[config.mk]
export PLATFORM = sky130hd
export DESIGN_NAME = exp_golomb_decoder_with_escape_removal
export DESIGN_NICKNAME = d
export VERILOG_FILES = /design/src/egd_pkg.sv /design/src/egd_bit_unit.sv /design/src/egd_out_stage.sv /design/src/exp_golomb_decoder_with_escape_removal.sv
export SDC_FILE = /design/constraint.sdc
export NUM_CORES = 1
export LEC_CHECK = 0
export BUFFER_PORTS_ARGS = -buffer_cell sky130_fd_sc_hd__buf_2
export CORE_MARGIN = 4
export CORE_UTILIZATION = 44
export CTS_CLUSTER_DIAMETER = 120
export CTS_CLUSTER_SIZE = 40
export DETAILED_ROUTE_END_ITERATION = 16
export PLACE_DENSITY = 0.74
export SETUP_SLACK_MARGIN = 0.4
export SKIP_CTS_REPAIR_TIMING = 1
export SLEW_MARGIN = 20
export SYNTH_ARGS = -nofsm -noshare
export SYNTH_HDL_FRONTEND = slang
export SYNTH_SLANG_ARGS = --single-unit
[constraint.sdc]
create_clock -name clk -period 5 [get_ports clk]
set_input_delay 0.5 -clock clk [delete_from_list [all_inputs] [get_ports clk]]
set_output_delay 0.5 -clock clk [all_outputs]
set_load 0.005 [all_outputs]
[src/egd_pkg.sv]
// shared types and constants for the exp-golomb decoder with escape removal
// no dependencies; imported by every module of the block
package egd_pkg;

  localparam int BYTE_W           = 8;
  localparam int CODE_W           = 32;
  localparam int MAX_PREFIX_ZEROS = 31;
  localparam int PZ_W             = $clog2(MAX_PREFIX_ZEROS + 1);
  localparam int BIT_CNT_W        = $clog2(BYTE_W);
  localparam int HIST_W           = 2;

  localparam logic [BYTE_W-1:0] ESCAPE_BYTE = BYTE_W'(3);
  localparam logic [PZ_W-1:0]   PZ_MAX      = PZ_W'(MAX_PREFIX_ZEROS);

  typedef enum logic [1:0] {
    ST_IDLE,
    ST_RUN,
    ST_FLUSH
  } state_t;

  // partial code being decoded
  typedef struct packed {
    logic              in_suffix;
    logic [PZ_W-1:0]   prefix_zeros;
    logic [CODE_W-1:0] suffix_accum;
    logic [PZ_W-1:0]   suffix_left;
  } dec_state_t;

  // one completed code
  typedef struct packed {
    logic [CODE_W-1:0]        code_number;
    logic signed [CODE_W-1:0] signed_number;
    logic                     prefix_error;
  } result_t;

  // control from sequencer to output stage
  typedef struct packed {
    logic step_res;  // a bit step retires and completes a code
    logic flush;     // move pending code out as last of byte
  } oq_ctrl_t;

  // status from output stage to sequencer
  typedef struct packed {
    logic pend_valid;
    logic out_free;
  } oq_stat_t;

  localparam dec_state_t DEC_CLEAR = '{
    in_suffix:    1'b0,
    prefix_zeros: '0,
    suffix_accum: '0,
    suffix_left:  '0
  };

endpackage

[src/egd_bit_unit.sv]
// one-bit exp-golomb decode step, reused for every bit of a byte
// depends on egd_pkg
module egd_bit_unit (
  input  egd_pkg::dec_state_t cur,
  input  logic                bit_in,
  output egd_pkg::dec_state_t nxt,
  output logic                res_valid,
  output egd_pkg::result_t    res
);
  import egd_pkg::*;

  logic [CODE_W-1:0]        acc_shift;
  logic [CODE_W-1:0]        half;
  logic signed [CODE_W-1:0] sgn;

  assign acc_shift = {cur.suffix_accum[CODE_W-2:0], bit_in};
  assign half      = {1'b0, acc_shift[CODE_W-1:1]};
  // v = acc - 1: odd v maps to acc/2, even v to -(acc/2)
  assign sgn       = acc_shift[0] ? $signed(-half) : $signed(half);

  always_comb begin
    nxt       = cur;
    res_valid = 1'b0;
    res       = '{code_number: '0, signed_number: '0, prefix_error: 1'b0};
    if (!cur.in_suffix) begin
      if (!bit_in) begin
        if (cur.prefix_zeros == PZ_MAX) begin
          res_valid        = 1'b1;
          res.prefix_error = 1'b1;
          nxt              = DEC_CLEAR;
        end else begin
          nxt.prefix_zeros = cur.prefix_zeros + PZ_W'(1);
        end
      end else if (cur.prefix_zeros == '0) begin
        // zero-length prefix gives code 0 at once
        res_valid = 1'b1;
        nxt       = DEC_CLEAR;
      end else begin
        nxt.in_suffix    = 1'b1;
        nxt.suffix_left  = cur.prefix_zeros;
        nxt.suffix_accum = CODE_W'(1);
      end
    end else begin
      nxt.suffix_accum = acc_shift;
      nxt.suffix_left  = cur.suffix_left - PZ_W'(1);
      if (cur.suffix_left == PZ_W'(1)) begin
        res_valid         = 1'b1;
        res.code_number   = acc_shift - CODE_W'(1);
        res.signed_number = sgn;
        nxt               = DEC_CLEAR;
      end
    end
  end

endmodule

[src/egd_out_stage.sv]
// pending-code register and output register; holds back one code so the
// last code of a byte can be marked
// depends on egd_pkg
module egd_out_stage (
  input  logic                  clk,
  input  logic                  rst_n,
  input  egd_pkg::oq_ctrl_t     ctrl,
  input  egd_pkg::result_t      res,
  output egd_pkg::oq_stat_t     stat,
  output logic                  out_tvalid,
  input  logic                  out_tready,
  output logic [63:0]           out_tdata,  // code_number, signed_number
  output logic                  out_tuser,  // prefix_error
  output logic                  out_tlast   // last_of_byte
);
  import egd_pkg::*;

  logic    pend_valid_r, pend_valid_nxt;
  result_t pend_r;
  logic    out_valid_r, out_valid_nxt;
  result_t out_r;
  logic    out_last_r;
  logic    push_mid;
  logic    push_last;

  assign stat.pend_valid = pend_valid_r;
  assign stat.out_free   = !out_valid_r || out_tready;

  assign push_mid  = ctrl.step_res && pend_valid_r;
  assign push_last = ctrl.flush;

  always_comb begin
    pend_valid_nxt = pend_valid_r;
    if (ctrl.step_res) begin
      pend_valid_nxt = 1'b1;
    end else if (ctrl.flush) begin
      pend_valid_nxt = 1'b0;
    end
  end

  always_comb begin
    out_valid_nxt = out_valid_r;
    if (push_mid || push_last) begin
      out_valid_nxt = 1'b1;
    end else if (out_tready) begin
      out_valid_nxt = 1'b0;
    end
  end

  always_ff @(posedge clk) begin
    if (!rst_n) begin
      pend_valid_r <= 1'b0;
      out_valid_r  <= 1'b0;
    end else begin
      pend_valid_r <= pend_valid_nxt;
      out_valid_r  <= out_valid_nxt;
    end
  end

  always_ff @(posedge clk) begin
    if (ctrl.step_res) begin
      pend_r <= res;
    end
    if (push_mid || push_last) begin
      out_r      <= pend_r;
      out_last_r <= push_last;
    end
  end

  assign out_tvalid = out_valid_r;
  assign out_tdata  = {out_r.signed_number, out_r.code_number};
  assign out_tuser  = out_r.prefix_error;
  assign out_tlast  = out_last_r;

endmodule

[src/exp_golomb_decoder_with_escape_removal.sv]
// top level: escape-byte removal, bit sequencer and exp-golomb result stream
// depends on egd_pkg, egd_bit_unit, egd_out_stage
//
//  channel | dir | data                                   | side bits
//  --------+-----+----------------------------------------+----------------------------
//  in_     | in  | tdata[7:0] in_byte                     | tuser unit_start
//  out_    | out | tdata[31:0] code, tdata[63:32] signed  | tuser prefix_error,
//          |     |                                        | tlast last_of_byte
//
// a kept byte is accepted, then stepped one bit per cycle through the shared
// bit unit unless a stall holds it, then its last code is flushed if one is
// still pending; an escape byte is dropped as it is accepted
// in_tready is high only while idle; a code waiting for the output register
// stalls the bit loop until out_tready frees it
// synchronous active-low reset clears control state and the decoder state
module exp_golomb_decoder_with_escape_removal (
  input  logic        clk,
  input  logic        rst_n,
  input  logic        in_tvalid,
  output logic        in_tready,
  input  logic [7:0]  in_tdata,   // in_byte
  input  logic        in_tuser,   // unit_start
  output logic        out_tvalid,
  input  logic        out_tready,
  output logic [63:0] out_tdata,  // code_number [31:0], signed_number [63:32]
  output logic        out_tuser,  // prefix_error
  output logic        out_tlast   // last_of_byte
);
  import egd_pkg::*;

  state_t                 state_r, state_nxt;
  logic [HIST_W-1:0]      hist_r, hist_nxt;
  logic [BYTE_W-1:0]      shreg_r, shreg_nxt;
  logic [BIT_CNT_W-1:0]   cnt_r, cnt_nxt;
  dec_state_t             dec_r, dec_nxt;

  logic                   accept;
  logic [HIST_W-1:0]      hist_in;
  dec_state_t             dec_in;
  logic                   is_escape;
  logic                   last_bit;

  dec_state_t             step_nxt;
  logic                   step_res;
  result_t                step_out;
  logic                   stall;
  logic                   step_go;
  logic                   flush_go;

  oq_ctrl_t               oq_ctrl;
  oq_stat_t               oq_stat;

  // unit start clears history and partial code before the byte is looked at
  assign accept    = in_tvalid && in_tready;
  assign hist_in   = in_tuser ? '0 : hist_r;
  assign dec_in    = in_tuser ? DEC_CLEAR : dec_r;
  assign is_escape = (in_tdata == ESCAPE_BYTE) && (hist_in == '1);
  assign last_bit  = (cnt_r == '1);

  egd_bit_unit u_bit (
    .cur       (dec_r),
    .bit_in    (shreg_r[BYTE_W-1]),
    .nxt       (step_nxt),
    .res_valid (step_res),
    .res       (step_out)
  );

  // a new code with one already pending needs the output register free
  assign stall = step_res && oq_stat.pend_valid && !oq_stat.out_free;

  // next state
  always_comb begin
    state_nxt = state_r;
    unique case (state_r)
      ST_IDLE: begin
        if (in_tvalid && !is_escape) state_nxt = ST_RUN;
      end
      ST_RUN: begin
        if (!stall && last_bit) begin
          state_nxt = (oq_stat.pend_valid || step_res) ? ST_FLUSH : ST_IDLE;
        end
      end
      ST_FLUSH: begin
        if (!oq_stat.pend_valid || oq_stat.out_free) state_nxt = ST_IDLE;
      end
      default: state_nxt = ST_IDLE;
    endcase
  end

  // outputs of the sequencer
  always_comb begin
    in_tready = 1'b0;
    step_go   = 1'b0;
    flush_go  = 1'b0;
    unique case (state_r)
      ST_IDLE:  in_tready = 1'b1;
      ST_RUN:   step_go   = !stall;
      ST_FLUSH: flush_go  = oq_stat.pend_valid && oq_stat.out_free;
      default: begin
        in_tready = 1'b0;
      end
    endcase
  end

  // byte-level datapath
  always_comb begin
    hist_nxt  = hist_r;
    shreg_nxt = shreg_r;
    cnt_nxt   = cnt_r;
    dec_nxt   = dec_r;
    if (accept) begin
      dec_nxt = dec_in;
      if (is_escape) begin
        // escape byte dropped, history shifts in a non-zero entry
        hist_nxt = {hist_in[0], 1'b0};
      end else begin
        hist_nxt  = {hist_in[0], (in_tdata == '0)};
        shreg_nxt = in_tdata;
        cnt_nxt   = '0;
      end
    end else if (step_go) begin
      dec_nxt   = step_nxt;
      shreg_nxt = {shreg_r[BYTE_W-2:0], 1'b0};
      cnt_nxt   = cnt_r + BIT_CNT_W'(1);
    end
  end

  always_ff @(posedge clk) begin
    if (!rst_n) begin
      state_r <= ST_IDLE;
      hist_r  <= '0;
      dec_r   <= DEC_CLEAR;
      cnt_r   <= '0;
    end else begin
      state_r <= state_nxt;
      hist_r  <= hist_nxt;
      dec_r   <= dec_nxt;
      cnt_r   <= cnt_nxt;
    end
  end

  always_ff @(posedge clk) begin
    shreg_r <= shreg_nxt;
  end

  assign oq_ctrl.step_res = step_go && step_res;
  assign oq_ctrl.flush    = flush_go;

  egd_out_stage u_out (
    .clk        (clk),
    .rst_n      (rst_n),
    .ctrl       (oq_ctrl),
    .res        (step_out),
    .stat       (oq_stat),
    .out_tvalid (out_tvalid),
    .out_tready (out_tready),
    .out_tdata  (out_tdata),
    .out_tuser  (out_tuser),
    .out_tlast  (out_tlast)
  );

endmodule

==> results of run 1 <==
## where the power goes
part / total, W / internal (W) / switching [W]
clock network: 0.00141 / 0.000807 / 0.000606
registers: 0.00174 / 0.00172 / 0.0000207
logic: 0.000220 / 0.0000807 / 0.000140
total: 0.00338 / 0.00261 / 0.000766
## critical path, stage by stage (launching register included)
cell and delay [ns]:
dfxtp_1 0.39, ha_1 0.18, nor4b_1 0.87, and2_0 0.38
or2_2 0.18, and3_2 0.76, buf_4 0.46
## metrics by stage
step	power (W)	util (%)
after floorplan	0.001934	-
after global placement	0.001991	47.71
after detailed placement	0.001995	47.71
after CTS	0.003398	51.08
after global routing	0.003499	51.14
final	0.003375	51.14
## layout make-up
class	count	area, µm²	share of cell area, %
clock inverters	15	205.2	2.145
multi-input cells	483	2953	30.87
well taps	234	292.8	3.061
inverters	11	41.29	0.4317
clock buffers	17	425.4	4.447
repair buffers	87	452.9	4.735
flip-flops and latches	190	5195	54.31
## cells in the mapped netlist, drive strengths merged (4+ instances only)
cell | instances | share of area, %
nand2b | 6 | 0.45
ha | 10 | 1.5
dfxtp | 51 | 12
o21ai | 19 | 1.1
o31ai | 7 | 0.63
nor3 | 15 | 0.90
nor2 | 79 | 3.6
and3 | 4 | 0.30
nand3 | 20 | 1.2
nand2 | 127 | 5.7
or3 | 12 | 0.90
or4 | 4 | 0.40
clkbuf | 39 | 1.7
mux2i | 44 | 5.3
o41ai | 7 | 1.2
nand4 | 4 | 0.30
xor2 | 34 | 3.6
xnor2 | 16 | 1.7
a21oi | 19 | 1.1
nor4 | 17 | 1.7
inv | 10 | 0.45
buf | 10 | 0.82
a211oi | 4 | 0.36
edfxtp | 139 | 50
## cell families after synthesis
family	synth area share, %
AO/OA/AOI/OAI	5.676
XOR/XNOR	5.228
adder cells (fa/ha/maj)	1.494
buffers and inverters	3.062
flip-flops	62.02
multiplexers	5.258
AND/OR/NAND/NOR	17.27
## sequential cells by signal (all words and copies together) (netlist names)
| signal | count |
|---|---|
| dec_r | 42 |
| u_out.pend_valid_r | 1 |
| cnt_r | 3 |
| shreg_r | 8 |
| u_out.out_tuser | 1 |
| u_out.out_tlast | 1 |
| u_out.out_tdata | 64 |
| u_out.pend_r | 65 |
| u_out.out_tvalid | 1 |
| state_r | 2 |
| hist_r | 2 |
## worst paths after layout
path | startpoint | endpoint | slack [ns] | cells past startpoint
worst max-delay path | dec_r[0]$_SDFFE_PN0P_ | u_out.pend_r[54]$_SDFFCE_PN0P_ | 1.40 | 6
worst min-delay path | in_tdata[5] | shreg_r[5]$_DFFE_PP_ | 0.34 | 3
worst max register to register | dec_r[0]$_SDFFE_PN0P_ | u_out.pend_r[54]$_SDFFCE_PN0P_ | 1.40 | 6
worst min register to register | u_out.pend_r[30]$_SDFFCE_PN0P_ | u_out.out_tdata[61]$_DFFE_PP_ | 0.42 | 0
## layer usage
layer / routed length (µm) / global-route usage (%) / vias to the layer above
met5: 0 / 0 / -
met4: 411 / 6.350 / 0
li1: - / - / 2701
met3: 692 / 3.519 / 28
met1: 6974 / 19.15 / 2582
met2: 7687 / 24.31 / 132
==> key figures, run 1 <==
Finish
  – Post-Layout Inst Area: around 9600 µm²
  – Ant. Diodes: 0
  – Fin cells: 1037
  – Commonest non-fill, non-tap cell in the layout: edfxtp_1
  – Most frequent cells in the layout: 139 x edfxtp_1, 126 x nand2_1, 80 x buf_2
  – Layout cell share with drive strength beyond 1: about 18%
  – Area delta synth->final: 14.19%
  – Nets@finish: a little over 800
  – FILL cells: between 1500 and 2000

STA
  – Worst setup margin: ~1.4 ns
  – RSZ-0062 raised after global routing: no
  – Max_slew headroom: 26.82%
  – Crit path time final: between 3 and 4 ns
  – Number of setup violations in the final report: 0
  – Setup TNS: 0 ns
  – Max Transition Viols Final: 0
  – Worst-Margin Slew: around 1.1 ns
  – Max frequency: between 200 and 300 MHz
  – Fin crit share: between 70% and 80%
  – Hold Fails Final Rpt: 0
  – Worst hold slack: 0.3412 ns
  – Clock Skew: around 0.008 ns

Detailed routing
  – DR WL/cell: about 15 µm
  – DR pass1 iterations: 5
  – Final ANT Viol Nets: 0
  – DRC: 0
  – WL final: about 16 mm
  – DR vias/cell: 5.249
  – Total number of vias: roughly 5400
  – Drt first-iter violations: approximately 330

Yosys
  – Synth Warn #: 0
  – Synth unique cells: 53
  – Main synth FF type: edfxtp_1
  – Seq/Total Area, Yosys: approximately 62%
  – Ys async rst share: 0%
  – Post-Syn Area per Cell: approximately 11 µm²
  – Post-synth EDFFs: around 140
  – Post-Syn Instances: roughly 730
  – Mapped Nets: ~760
  – Yosys reg bits: 190
  – Mapped Area: 8377 µm²

GRT
  – Initial antenna violation count: 0
  – First-pass GRT wire length: between 20 and 30 mm
  – Vias in the first global route: about 5200
  – Largest net degree at the start of global routing: 67
  – GRT Total Usage: 14.90%
  – Grt total ovfl: 0

Critical path
  – CP max FO: 36
  – Setup Crit Path Kind: reg2reg
  – WP data arrival: roughly 3.7 ns
  – Worst setup SP type: flop
  – CP Capture Type: flop
  – Critical path required time: around 5 ns

Die
  – Core area: 18710 µm²
  – Row Count: 50
  – Die width: 146.0 µm
  – Starting Density: 44.78%
  – Die Area: 21310 µm²
  – Ports: a little over 80
  – Die Height: around 150 µm

Place
  – Cell Area, Placed: about 8900 µm²
  – DP Wirelength: between 10 and 15 mm
  – Placed cells: between 1000 and 1500
  – Pre-CTS WS: 1.609 ns
  – I/O Buffers: 80
  – Placer Congestion: 0.8689

Clock network
  – Clock transition at path regs: 0.07 ns
  – Clk sinks: 190
  – Root Buffer: clkbuf_16
  – Clk_lat worst skew: approximately 0.43 ns
  – Max Buffers Root-to-Sink: 2
  – Num CTS Buffers: 17
  – # H-tree levels: 4
  – CTS tree: built

Power
  – Peak supply drop: approximately 0.00025 V
  – Leak: 3.596 nW
  – Pwr per Cell Area: around 350 nW/µm²

Status
  – Status: complete, no violations

Job
  – MaxCap Viol Count: 0

Min path
  – Worst Hold Class: in2reg
Power figures use the tool's default switching activity.
==> inputs of run 2 (changes only) <==
- PLACE_DENSITY: 0.74 -> 0.71
- clock period: 5 -> 3.5 ns (I/O delays scaled with it)
==> run 2 against run 1 <==
Combinational power grew 49%. Critical endpoint is now u_out.pend_r[46]$_SDFFCE_PN0P_. Worst hold slack got worse by 0.15 ns. Largest power group unchanged. Sequential cell count stayed put.
==> key figures, run 2 (synthesis gave the netlist of run 1 again) <==
Finish
  – Ant. Diodes: 0
  – Commonest non-fill, non-tap cell in the layout: edfxtp_1
  – Nets@finish: just over 800
  – Post-Layout Inst Area: 9588 µm²
  – Area delta synth->final: 14.46%
  – Max reg flops: 65
  – Largest reg by FF count: u_out.pend_r
  – Most frequent cells in the layout: 139 x edfxtp_1, 126 x nand2_1, 80 x buf_2
  – FILL cells: 1633
  – Footprint of the multi-input gates: slightly below 3000 µm²
  – Storage cell area: ~5200 µm²
  – Layout cell share with drive strength beyond 1: around 18%

Clock network
  – CTS tree: built
  – # H-tree levels: 4
  – Num CTS Buffers: 17
  – Max Buffers Root-to-Sink: 2
  – Clk_lat worst skew: between 0.4 and 0.5 ns
  – Clk sinks: 190
  – Root Buffer: clkbuf_16
  – Clock transition at path regs: 0.07 ns

Critical path
  – CP Capture Type: flop
  – R2R setup slack: around 0.71 ns
  – WP data arrival: ~3 ns
  – Worst reg-to-reg path cell count: 7
  – Setup Crit Path Kind: reg2reg
  – Worst setup path start: dec_r[6]$_SDFFE_PN0P_
  – Critical path required time: 3.66 ns
  – RR Startpoint: dec_r[6]$_SDFFE_PN0P_
  – CP max FO: 8
  – Worst setup SP type: flop
  – FF-to-FF End: u_out.pend_r[46]$_SDFFCE_PN0P_

Detailed routing
  – Final ANT Viol Nets: 0
  – Total number of vias: roughly 5500
  – Top routing layer used: met4
  – Drt first-iter violations: between 400 and 500
  – DR WL met2: a little over 8 mm
  – Met1 WL: 6.959 mm
  – DRC: 0
  – Met3 WL: between 700 and 800 µm
  – DR WL/cell: around 15 µm
  – DR pass1 iterations: 5
  – DR vias/cell: roughly 5.2
  – WL final: ~16 mm

STA
  – Hold Fails Final Rpt: 0
  – Max_slew headroom: 50.74%
  – Max frequency: around 360 MHz
  – Setup TNS: 0 ns
  – Max Transition Viols Final: 0
  – Clock Skew: 0.02867 ns
  – RSZ-0062 raised after global routing: no
  – Fin crit share: around four fifths
  – Worst-Margin Slew: 0.7363 ns
  – Crit path time final: between 2 and 3 ns
  – Number of setup violations in the final report: 0

Power
  – Peak supply drop: approximately 0.00035 V
  – Leak: 3.602 nW
  – Pwr per Cell Area: between 400 and 500 nW/µm²

Place
  – I/O Buffers: 80
  – DP Wirelength: around 11 mm
  – Cell Area, Placed: approximately 9000 µm²
  – Placer Congestion: between 0.8 and 0.9

Job
  – MaxCap Viol Count: 0

GRT
  – Grt total ovfl: 0
  – Largest net degree at the start of global routing: between 60 and 70
  – Initial antenna violation count: 0
  – GRT Total Usage: between 10% and 20%
  – Vias in the first global route: approximately 5200
  – First-pass GRT wire length: between 20 and 30 mm

Status
  – Status: complete, no violations

Min path
  – Worst Hold Launch: in_tdata[2]
  – WHS Endpoint: shreg_r[2]$_DFFE_PP_
  – Cell depth of the worst hold path: 3
  – Worst Hold Class: in2reg

Die
  – Starting Density: around 45%
  – Die Area: ~21000 µm²
  – Core area: ~19000 µm²
  – Die width: 146.0 µm
  – Ports: 81
  – Row Count: 50
  – Die Height: about 150 µm
run 2: changes by cell type in the layout (fill, tap and decap cells not counted), moves of 2 or more:
cell       previous run  this run
buf_12                0         2
bufinv_16             3         0
clkinv_4              3         1
buf_4                 7        15
run 2: critical path: stages, from the launching register on:
cell      delay, ns
dfxtp_1        0.45
inv_1          0.11
ha_1           0.28
a21boi_0       0.54
nand3_1        0.50
or3_1          0.48
xor2_1         0.13
nor2_1         0.05
run 2: final cells by class:
cell class,instances,area share (%)
Inverter,11,0.4306
Multi-Input combinational cell,483,30.68
Tap cell,234,3.054
Clock inverter,13,1.266
Timing Repair Buffer,97,5.768
Sequential cell,190,54.18
Clock buffer,19,4.620
run 2: worst max-delay path by stage:
stage               depth (start not counted)                             end
floorplan                                   6    u_out.out_tdata[0]$_DFFE_PP_
CTS                                         7  u_out.pend_r[46]$_SDFFCE_PN0P_
global route                                7  u_out.pend_r[46]$_SDFFCE_PN0P_
detailed placement                          7  u_out.pend_r[46]$_SDFFCE_PN0P_
global placement                            7  u_out.pend_r[19]$_SDFFCE_PN0P_
finish                                      7  u_out.pend_r[46]$_SDFFCE_PN0P_
run 2: where the power goes:
group          internal, W  total, W  switching, W
clock network     0.000958   0.00183      0.000870
logic             0.000121  0.000327      0.000206
registers          0.00246   0.00248     0.0000239
run 2: routing by layer:
layer  vias to the layer above  GRT usage [%]
li1                       2717              -
met1                      2605          19.89
met2                       130          25.17
met3                        14          3.301
met4                         0          5.268
met5                         -              0
run 2: through the flow:
stage | power, W | cells | util (%) | worst slack [ns] | hold WS [ns]
after CTS | 0.004684 | 1047 | 51.26 | 0.7503 | 0.1830
after global routing | 0.004801 | 1047 | 51.26 | 0.4388 | 0.1950
after global placement | 0.002856 | 1015 | 48.24 | 0.8642 | 0.4034
after detailed placement | 0.002863 | 1015 | 48.24 | 0.7800 | 0.4045
final | 0.004637 | 1047 | 51.26 | 0.7068 | 0.1938
after floorplan | 0.002762 | 733 | - | 0.5403 | 0.4003
